--- src/hw/rtl/trdt_pkg.sv ---
// shared constants and types for the triangle raster depth test unit
// no dependencies
package trdt_pkg;

  localparam int MAX_WIDTH_DEF  = 512;
  localparam int MAX_HEIGHT_DEF = 512;

  localparam int CRD_W   = 16;
  localparam int DEPTH_W = 24;
  localparam int ID_W    = 16;
  localparam int CNT_W   = 19;
  localparam int FRM_W   = 10;
  localparam int EDGE_W  = 34;
  localparam int NUM_W   = 60;
  localparam int PIX_W   = 13;

  localparam logic [DEPTH_W-1:0] FAR_DEPTH = '1;
  localparam logic [CNT_W-1:0]   CNT_MAX   = '1;

  typedef enum logic [1:0] {
    CMD_DRAW  = 2'd0,
    CMD_READ  = 2'd1,
    CMD_CLEAR = 2'd2,
    CMD_NOP   = 2'd3
  } cmd_t;

  // which fields the result register presents
  typedef enum logic [1:0] {
    RES_NONE = 2'd0,
    RES_READ = 2'd1,
    RES_FAR  = 2'd2,
    RES_DRAW = 2'd3
  } res_kind_t;

  localparam logic CFG_WIDTH_IDX  = 1'b0;
  localparam logic CFG_HEIGHT_IDX = 1'b1;

  // controller to datapath
  typedef struct packed {
    logic load;      // capture triangle and set up
    logic calc_area; // area multiply stage
    logic setup_box; // compute area, bounding box and start position
    logic pix_start; // start pixel at current position
    logic div_start; // start depth divide
    logic mem_rd;    // read store at current pixel
    logic mem_wr;    // conditional write
    logic step;      // advance to next pixel
    logic clr_start; // reset clear sweep
    logic clr_step;  // write one entry of the clear sweep
    logic rd_start;  // read command lookup
  } trdt_cmd_t;

  // datapath to controller
  typedef struct packed {
    logic culled;
    logic box_empty;
    logic covered;
    logic div_done;
    logic last_pix;
    logic clr_last;
  } trdt_sts_t;

endpackage

--- src/hw/rtl/trdt_ctrl.sv ---
// command sequencer for draw, read, clear and no-op
// depends on trdt_pkg
module trdt_ctrl (
  input  logic                       clk,
  input  logic                       rst,
  input  logic                       in_valid,
  output logic                       in_ready,
  input  trdt_pkg::cmd_t             cmd,
  output trdt_pkg::trdt_cmd_t        ctl,
  input  trdt_pkg::trdt_sts_t        sts,
  input  logic                       rd_in_frame,
  output logic                       out_valid,
  input  logic                       out_ready,
  output trdt_pkg::res_kind_t        res_kind
);
  import trdt_pkg::*;

  typedef enum logic [3:0] {
    S_IDLE, S_AREA, S_BOX, S_CHECK, S_PIX, S_TEST, S_MUL, S_DIV, S_RDMEM,
    S_WRITE, S_CLEAR, S_READ, S_READ2, S_OUT
  } state_t;

  state_t state;
  cmd_t   cur;

  always_comb begin
    ctl = '0;
    in_ready = (state == S_IDLE) && !out_valid;
    ctl.load      = in_valid && in_ready;
    ctl.calc_area = (state == S_AREA);
    ctl.setup_box = (state == S_BOX);
    ctl.pix_start = (state == S_PIX);
    ctl.div_start = (state == S_MUL);
    ctl.mem_rd    = (state == S_RDMEM);
    ctl.mem_wr    = (state == S_WRITE);
    ctl.step      = (state == S_WRITE) || (state == S_TEST && !sts.covered && !sts.last_pix);
    ctl.clr_start = ctl.load;
    ctl.clr_step  = (state == S_CLEAR);
    ctl.rd_start  = (state == S_READ);
  end

  always_ff @(posedge clk) begin
    if (rst) begin
      state     <= S_CLEAR;
      out_valid <= 1'b0;
      res_kind  <= RES_NONE;
      cur       <= CMD_NOP;
    end else begin
      if (out_valid && out_ready) out_valid <= 1'b0;
      case (state)
        S_IDLE: if (in_valid && in_ready) begin
          cur <= cmd;
          case (cmd)
            CMD_DRAW:  state <= S_AREA;
            CMD_READ:  state <= S_READ;
            CMD_CLEAR: state <= S_CLEAR;
            default:   state <= S_OUT;
          endcase
        end
        S_AREA:  state <= S_BOX;
        S_BOX:   state <= S_CHECK;
        S_CHECK: state <= (sts.culled || sts.box_empty) ? S_OUT : S_PIX;
        S_PIX:   state <= S_TEST;
        S_TEST: begin
          if (sts.covered) state <= S_MUL;
          else if (sts.last_pix) state <= S_OUT;
          else state <= S_PIX;
        end
        S_MUL:   state <= S_DIV;
        S_DIV:   if (sts.div_done) state <= S_RDMEM;
        S_RDMEM: state <= S_WRITE;
        S_WRITE: state <= sts.last_pix ? S_OUT : S_PIX;
        // the sweep after reset returns no result
        S_CLEAR: if (sts.clr_last) state <= (cur == CMD_CLEAR) ? S_OUT : S_IDLE;
        S_READ:  state <= S_READ2;
        S_READ2: state <= S_OUT;
        S_OUT: begin
          out_valid <= 1'b1;
          res_kind  <= (cur == CMD_READ) ? (rd_in_frame ? RES_READ : RES_FAR)
                     : (cur == CMD_DRAW) ? RES_DRAW : RES_NONE;
          state     <= S_IDLE;
        end
        default: state <= S_IDLE;
      endcase
    end
  end

endmodule

--- config.mk ---
export PLATFORM = sky130hd
export DESIGN_NAME = trdt_ctrl
export DESIGN_NICKNAME = d
export VERILOG_FILES = /design/src/hw/rtl/trdt_pkg.sv /design/src/hw/rtl/trdt_ctrl.sv
export SDC_FILE = /design/constraint.sdc
export NUM_CORES = 1
export LEC_CHECK = 0
export BUFFER_PORTS_ARGS = -buffer_cell sky130_fd_sc_hd__buf_4
export CAP_MARGIN = 20
export CORE_AREA = 2 2 60 62
export CTS_CLUSTER_SIZE = 25
export DETAILED_ROUTE_END_ITERATION = 6
export DIE_AREA = 0 0 62 64
export GPL_ROUTABILITY_DRIVEN = 0
export HOLD_SLACK_MARGIN = 0.15
export SLEW_MARGIN = 0
export SYNTH_ARGS = -nofsm -noshare
export SYNTH_HDL_FRONTEND = slang
export SYNTH_SLANG_ARGS = --single-unit
--- constraint.sdc ---
create_clock -name clk -period 3 [get_ports clk]
set_input_delay 0.3 -clock clk [delete_from_list [all_inputs] [get_ports clk]]
set_output_delay 0.3 -clock clk [all_outputs]
set_load 0.1 [all_outputs]
==> results_dict.tcl, run 1 <==
set metrics [dict create \
    cts_sinks 9 \
    start_kind "flop" \
    maxCapViolCount 0 \
    rsz0062_at_grt "no" \
    die_w_um 62 \
    max_freq_ghz 0.4656 \
    synthCells 103 \
    cp_max_fo 18 \
    clk-insertion-delay-late_ns 0.26 \
    ys_seq_elements 9 \
    finClkSkew_ns 0.002025 \
    overflow 0 \
    synth_nets 119 \
    routedWlPerCell_um 11.65 \
    drc_errors 0 \
    cts.clk_slew.worst_paths_ns 0.06 \
    reg2reg_slack_ns 1.17 \
    post-route-period-util 0.7160 \
    crit_path_end "ctl[4]" \
    cts.htree.levels 1 \
    portBuffers 27 \
    start_util 0.2389 \
    cts_root_buffer "clkbuf_4" \
    std_cell_rows 21 \
    synth_cell_types 41 \
    r2r_start "state[3]$_SDFFE_PP1P_" \
    final_cell_mix "27 x buf_4, 10 x a21oi_1, 9 x dfxtp_1" \
    hold_violations 0 \
    p_per_area_mw_per_mm2 1134 \
    required_ns 2.70 \
    slew_violations 0 \
    cts_tree "done" \
    power_leakage_nw 0.4475 \
    dr.pass1.iters 4 \
    cts_made_buffers 3 \
    fp.dieH_um 64 \
    fin_tns_setup_ns 0 \
    stdcell_count 171 \
    drive_above_1_share 0.3200 \
    routed_wl_um 1992 \
    numPlacedInstances 167 \
    tightest_slew_ns 0.7904 \
    setup_viol 0 \
    final_core_util 0.3036 \
    yosysSeqAreaShare 0.2297 \
    synth_warnings 0 \
    post-cts-setup-buffers 0 \
    outcome "complete, no violations" \
    drtIter0Drc 22 \
    cts_resized 0 \
    area_growth_pct 27.11 \
    slew_headroom 0.4724 \
    crit_arrival_ns 1.85 \
    core-area_mm2 0.003284 \
    grt_pass1_vias 739 \
    place_area_um2 970.9 \
    die_area_mm2 0.003968 \
    ant_nets 0 \
    num_vias 787 \
    diodes 0 \
    critPathKind "reg2out" \
    hold_buffers 0 \
    grt_start_max_net_pins 19 \
    avgSynthCellArea_um2 7.617 \
    dpl.hpwl_um 1514 \
    num_io_pins 28 \
    fin_crit_ns 2.148 \
    cp-startpoint "state[3]$_SDFFE_PP1P_" \
    clk_path_buf_depth 2 \
    netlist_area_um2 784.5 \
    ff2ff_path_depth 5 \
    cp-end-kind "output port" \
    reg2reg_to "res_kind[1]$_SDFFE_PP0P_" \
    ir_drop_v 0.0004915 \
    antenna_found_initial 0 \
    nNetsFinal 142 \
    finish.instance_area_um2 997.2 \
    layout_commonest_cell "buf_4" \
    routed_via_density 4.602 \
    hp-class "in2reg" \
    grt_pass1_wl_um 3298 \
    grtUsageTotal 0.1080 \
]
-- cell type report --
| class | count | area [um^2] |
|---|---|---|
| Timing Repair Buffer | 27 | 202.7 |
| Clock buffer | 4 | 26.28 |
| Sequential cell | 9 | 180.2 |
| Tap cell | 46 | 57.56 |
| Multi-Input combinational cell | 75 | 491.7 |
| Fill cell | 374 | 2287 |
| Inverter | 10 | 38.79 |
-- power by group --
group / total (mW) / internal (mW) / switching, mW / leakage (nW)
Clock: 0.0934 / 0.0512 / 0.0421 / 0.0150
Combinational: 0.762 / 0.228 / 0.533 / 0.359
Sequential: 0.276 / 0.149 / 0.127 / 0.0737
-- synth_stat cells (all sizes together) --
cell type	instances	share of area
a22oi	1	0.0096
a31oi	1	0.0080
o211a	1	0.013
a211oi	1	0.0096
a21o	1	0.0096
or2	3	0.027
nor2b	3	0.024
o2111ai	1	0.011
clkinv	1	0.0064
o22a	1	0.011
dfxtp	9	0.23
inv	9	0.043
nand2b	6	0.057
o221ai	1	0.019
a21oi	10	0.064
a32oi	1	0.011
o31ai	1	0.0096
nor3b	1	0.016
a211o	2	0.022
xor2	1	0.011
nor4	1	0.0080
nor3	8	0.051
or3	1	0.0080
nor2	9	0.053
o22ai	1	0.0080
buf	9	0.094
ha	3	0.048
nand3	2	0.013
o221a	1	0.014
o311ai	1	0.021
nand2	6	0.032
o21ai	6	0.038
-- through the flow --
| stage | total power, mW | hold WS, ns | setup slack, ns |
|---|---|---|---|
| finish | 1.131 | 0.2710 | 0.8521 |
| global route | 1.204 | 0.2548 | 0.7310 |
| CTS | 1.131 | 0.2611 | 0.8542 |
| detailed placement | 1.033 | 0.4847 | 1.145 |
| global placement | 1.030 | 0.4746 | 1.172 |
| floorplan | 0.9451 | 0.4594 | 0.04011 |
-- sequential cells by signal (all words and copies together), names as in the netlist --
| name | flops |
|---|---|
| res_kind | 2 |
| cur | 2 |
| out_valid | 1 |
| state | 4 |
-- critical path, stage by stage, from the launching register on --
cell     delay (ns)
dfxtp_1        0.83
nand2_2        0.22
nor3_1         0.21
buf_4          0.33
-- worst min path at each step --
stage | cells after the start | startpoint | endpoint | slack (ns)
after CTS | 2 | rst | res_kind[0]$_SDFFE_PP0P_ | 0.26
after global placement | 2 | res_kind[0]$_SDFFE_PP0P_ | res_kind[0]$_SDFFE_PP0P_ | 0.47
after global routing | 2 | rst | out_valid$_SDFFE_PP0P_ | 0.25
final | 2 | rst | res_kind[0]$_SDFFE_PP0P_ | 0.27
after detailed placement | 2 | res_kind[0]$_SDFFE_PP0P_ | res_kind[0]$_SDFFE_PP0P_ | 0.48
after floorplan | 1 | cur[0]$_SDFFE_PP1P_ | cur[0]$_SDFFE_PP1P_ | 0.46
-- kinds of logic after synthesis --
logic type / synth area share
DFF: 0.2297
buffers and inverters: 0.1435
xor gates and xnor gates: 0.01117
AOI/OAI and AO/OA: 0.2791
adders and majority gates: 0.04785
and+or+nand+nor: 0.2887
-- per-layer routing --
metal,track usage,part of all wire,vias to the layer above,routed length (um)
met5,0,0,-,0
met4,0.02394,0.012,0,23
met3,0.05466,0.099,4,198
met2,0.1510,0.43,32,857
met1,0.1467,0.46,347,912
li1,-,-,404,-
Power figures use the tool's default switching activity.
==> run 2, diff against run 1 <==
- ABC_AREA: not set -> 1
- CORE_AREA: 2 2 60 62 -> 2 2 57 59
- DIE_AREA: 0 0 62 64 -> 0 0 59 61
- clock period: 3 -> 2.25 ns (I/O delays scaled with it)
==> run 2 against run 1 <==
Against the previous run:
- area after synthesis shrank 9.3%
- worst setup slack lost 0.50 ns
- worst hold slack lost 0.091 ns
- combinational power grew 35%
- critical endpoint is now ctl[2]
- highest routed layer unchanged
- clock skew grew 0.0086 ns
- largest power group unchanged
==> results_dict.tcl, run 2 <==
set metrics [dict create \
    outcome "complete, no violations" \
    cp_common_cell "nand2_1" \
    fin_crit_ns 1.899 \
    fin_tns_setup_ns 0 \
    cts_root_buffer "clkbuf_4" \
    synth_top_area_cell "dfxtp_1" \
    top_register "state" \
    grt_pass1_vias 695 \
    die_w_um 59 \
    cp-end-kind "output port" \
    nNetsFinal 174 \
    rsz0062_at_grt "no" \
    hp-class "in2reg" \
    num_vias 792 \
    final_core_util 0.3347 \
    p_per_area_mw_per_mm2 1418 \
    area_growth_pct 38.84 \
    holdWs_ns 0.1802 \
    clk-insertion-delay-late_ns 0.28 \
    seq_area_um2 181.4 \
    netlist_area_um2 711.9 \
    clk_path_buf_depth 2 \
    synth_warnings 0 \
    fp.dieH_um 61 \
    synth_commonest_cells "33 x nand2_1, 27 x inv_1, 24 x nor2_1" \
    grtUsageTotal 0.1102 \
    diodes 0 \
    routed_wl_um 1792 \
    ys_seq_elements 9 \
    grt_start_max_net_pins 10 \
    routedWlPerCell_um 9.432 \
    async_flop_share 0 \
    avgSynthCellArea_um2 5.562 \
    pre_cts_slack_ns 0.6515 \
    synth_cell_types 20 \
    ir_drop_v 0.0007548 \
    power_mw 1.402 \
    top_regs "state: 4 flops, cur: 2 flops, res_kind: 2 flops" \
    die_area_mm2 0.003599 \
    antenna_found_initial 0 \
    slew_headroom 0.7671 \
    required_ns 2.03 \
    cts_made_buffers 3 \
    start_util 0.2411 \
    multi_input_area_um2 417.9 \
    setup_slack_ns 0.3512 \
    synth_nets 144 \
    core-area_mm2 0.002953 \
    tightest_slew_ns 0.3480 \
    num-fill-cells 342 \
    synthCells 128 \
    cts.clk_slew.worst_paths_ns 0.07 \
    cts_sinks 9 \
    yosysSeqAreaShare 0.2531 \
    cts.htree.levels 1 \
    post-route-period-util 0.8439 \
    hold_path_depth 2 \
    dr.pass1.iters 4 \
    ant_nets 0 \
    post-cts-setup-buffers 0 \
    yosysMostFrequentCell "nand2_1" \
    cp.depth 6 \
    hold_violations 0 \
    cp_max_fo 6 \
    slew_violations 0 \
    routed_via_density 4.168 \
    synth_ff_type "dfxtp_1" \
    dpl.hpwl_um 1488 \
    overflow 0 \
    path_cells "nor2_1 > nand2_1 > nor2_4 > nand2_1 > clkinv_4 > buf_4" \
    worst_path_max_delay_cell "dfxtp_1" \
    drc_errors 0 \
    power_leakage_nw 0.5947 \
    largest_register_ffs 4 \
    cts_resized 0 \
    start_kind "flop" \
    num_io_pins 28 \
    critPathKind "reg2out" \
    std_cell_rows 20 \
    synth_area_leaders "dfxtp_1 25%, nand2_1 17%, inv_1 14%" \
    cts_tree "done" \
    crit_arrival_ns 1.67 \
    final_cell_mix "33 x nand2_1, 27 x inv_1, 27 x buf_4" \
    grt_pass1_wl_um 2932 \
    path_delay_family "simple AND/OR/NAND/NOR gates" \
    critPathBufInv 2 \
    yosysTopAreaCellShare 0.2531 \
    slowest_delay_ns 0.33 \
    portBuffers 27 \
    drive_above_1_share 0.2675 \
    synth_edf_count 0 \
    setup_viol 0 \
    layout_commonest_cell "nand2_1" \
    finClkSkew_ns 0.01062 \
    max_freq_ghz 0.5266 \
    ff2ff_path_depth 6 \
    maxCapViolCount 0 \
    hold_buffers 0 \
    drtIter0Drc 18 \
]
run 2: changes by cell type after synthesis, moves of 4 or more:
cell,previous run,this run
nor3_1,8,0
inv_1,8,27
nand2b_1,5,0
nor2_1,8,24
buf_6,4,0
nand2_1,5,33
o21ai_1,4,0
run 2: area by class of cell:
type,count,area share
Multi-Input combinational cell,87,0.4228
Clock buffer,3,0.02278
Timing Repair Buffer,27,0.2051
Inverter,30,0.1190
Tap cell,33,0.04177
Clock inverter,1,0.005063
Sequential cell,9,0.1835
run 2: final timing paths:
check	startpoint	end	slack [ns]
min	rst	out_valid$_SDFFE_PP0P_	0.18
min reg2reg	res_kind[1]$_SDFFE_PP0P_	res_kind[1]$_SDFFE_PP0P_	0.49
max reg2reg	state[1]$_SDFFE_PP1P_	state[2]$_SDFFE_PP0P_	0.91
max	state[1]$_SDFFE_PP1P_	ctl[2]	0.35
run 2: stage by stage:
stage / instances / instance area (um^2)
2_1_floorplan: 128 / 729.5
3_3_place_gp: 186 / 960.9
3_5_place_dp: 186 / 960.9
4_1_cts: 190 / 988.4
5_1_grt: 190 / 988.4
6_report: 190 / 988.4
run 2: where the power goes:
group | total, mW | switching, mW | internal (mW)
logic | 1.03 | 0.794 | 0.239
clock network | 0.133 | 0.0673 | 0.0659
registers | 0.235 | 0.0361 | 0.199
run 2: cells by family (layout without fill, tap and decap cells):
group                      after synthesis  after routing  share of synthesized area
AOI/OAI and AO/OA                       15             15                     0.1195
adders and majority gates                3              3                    0.05273
buffers and inverters                   32             61                     0.1775
DFF                                      9              9                     0.2531
and+or+nand+nor                         69             69                     0.3972
run 2: routing by layer:
layer	global-route usage	part of all wire	vias to the layer above
li1	-	-	440
met1	0.1471	0.52	322
met2	0.1635	0.40	25
met3	0.02132	0.057	5
met4	0.06818	0.023	0
met5	0	0	-
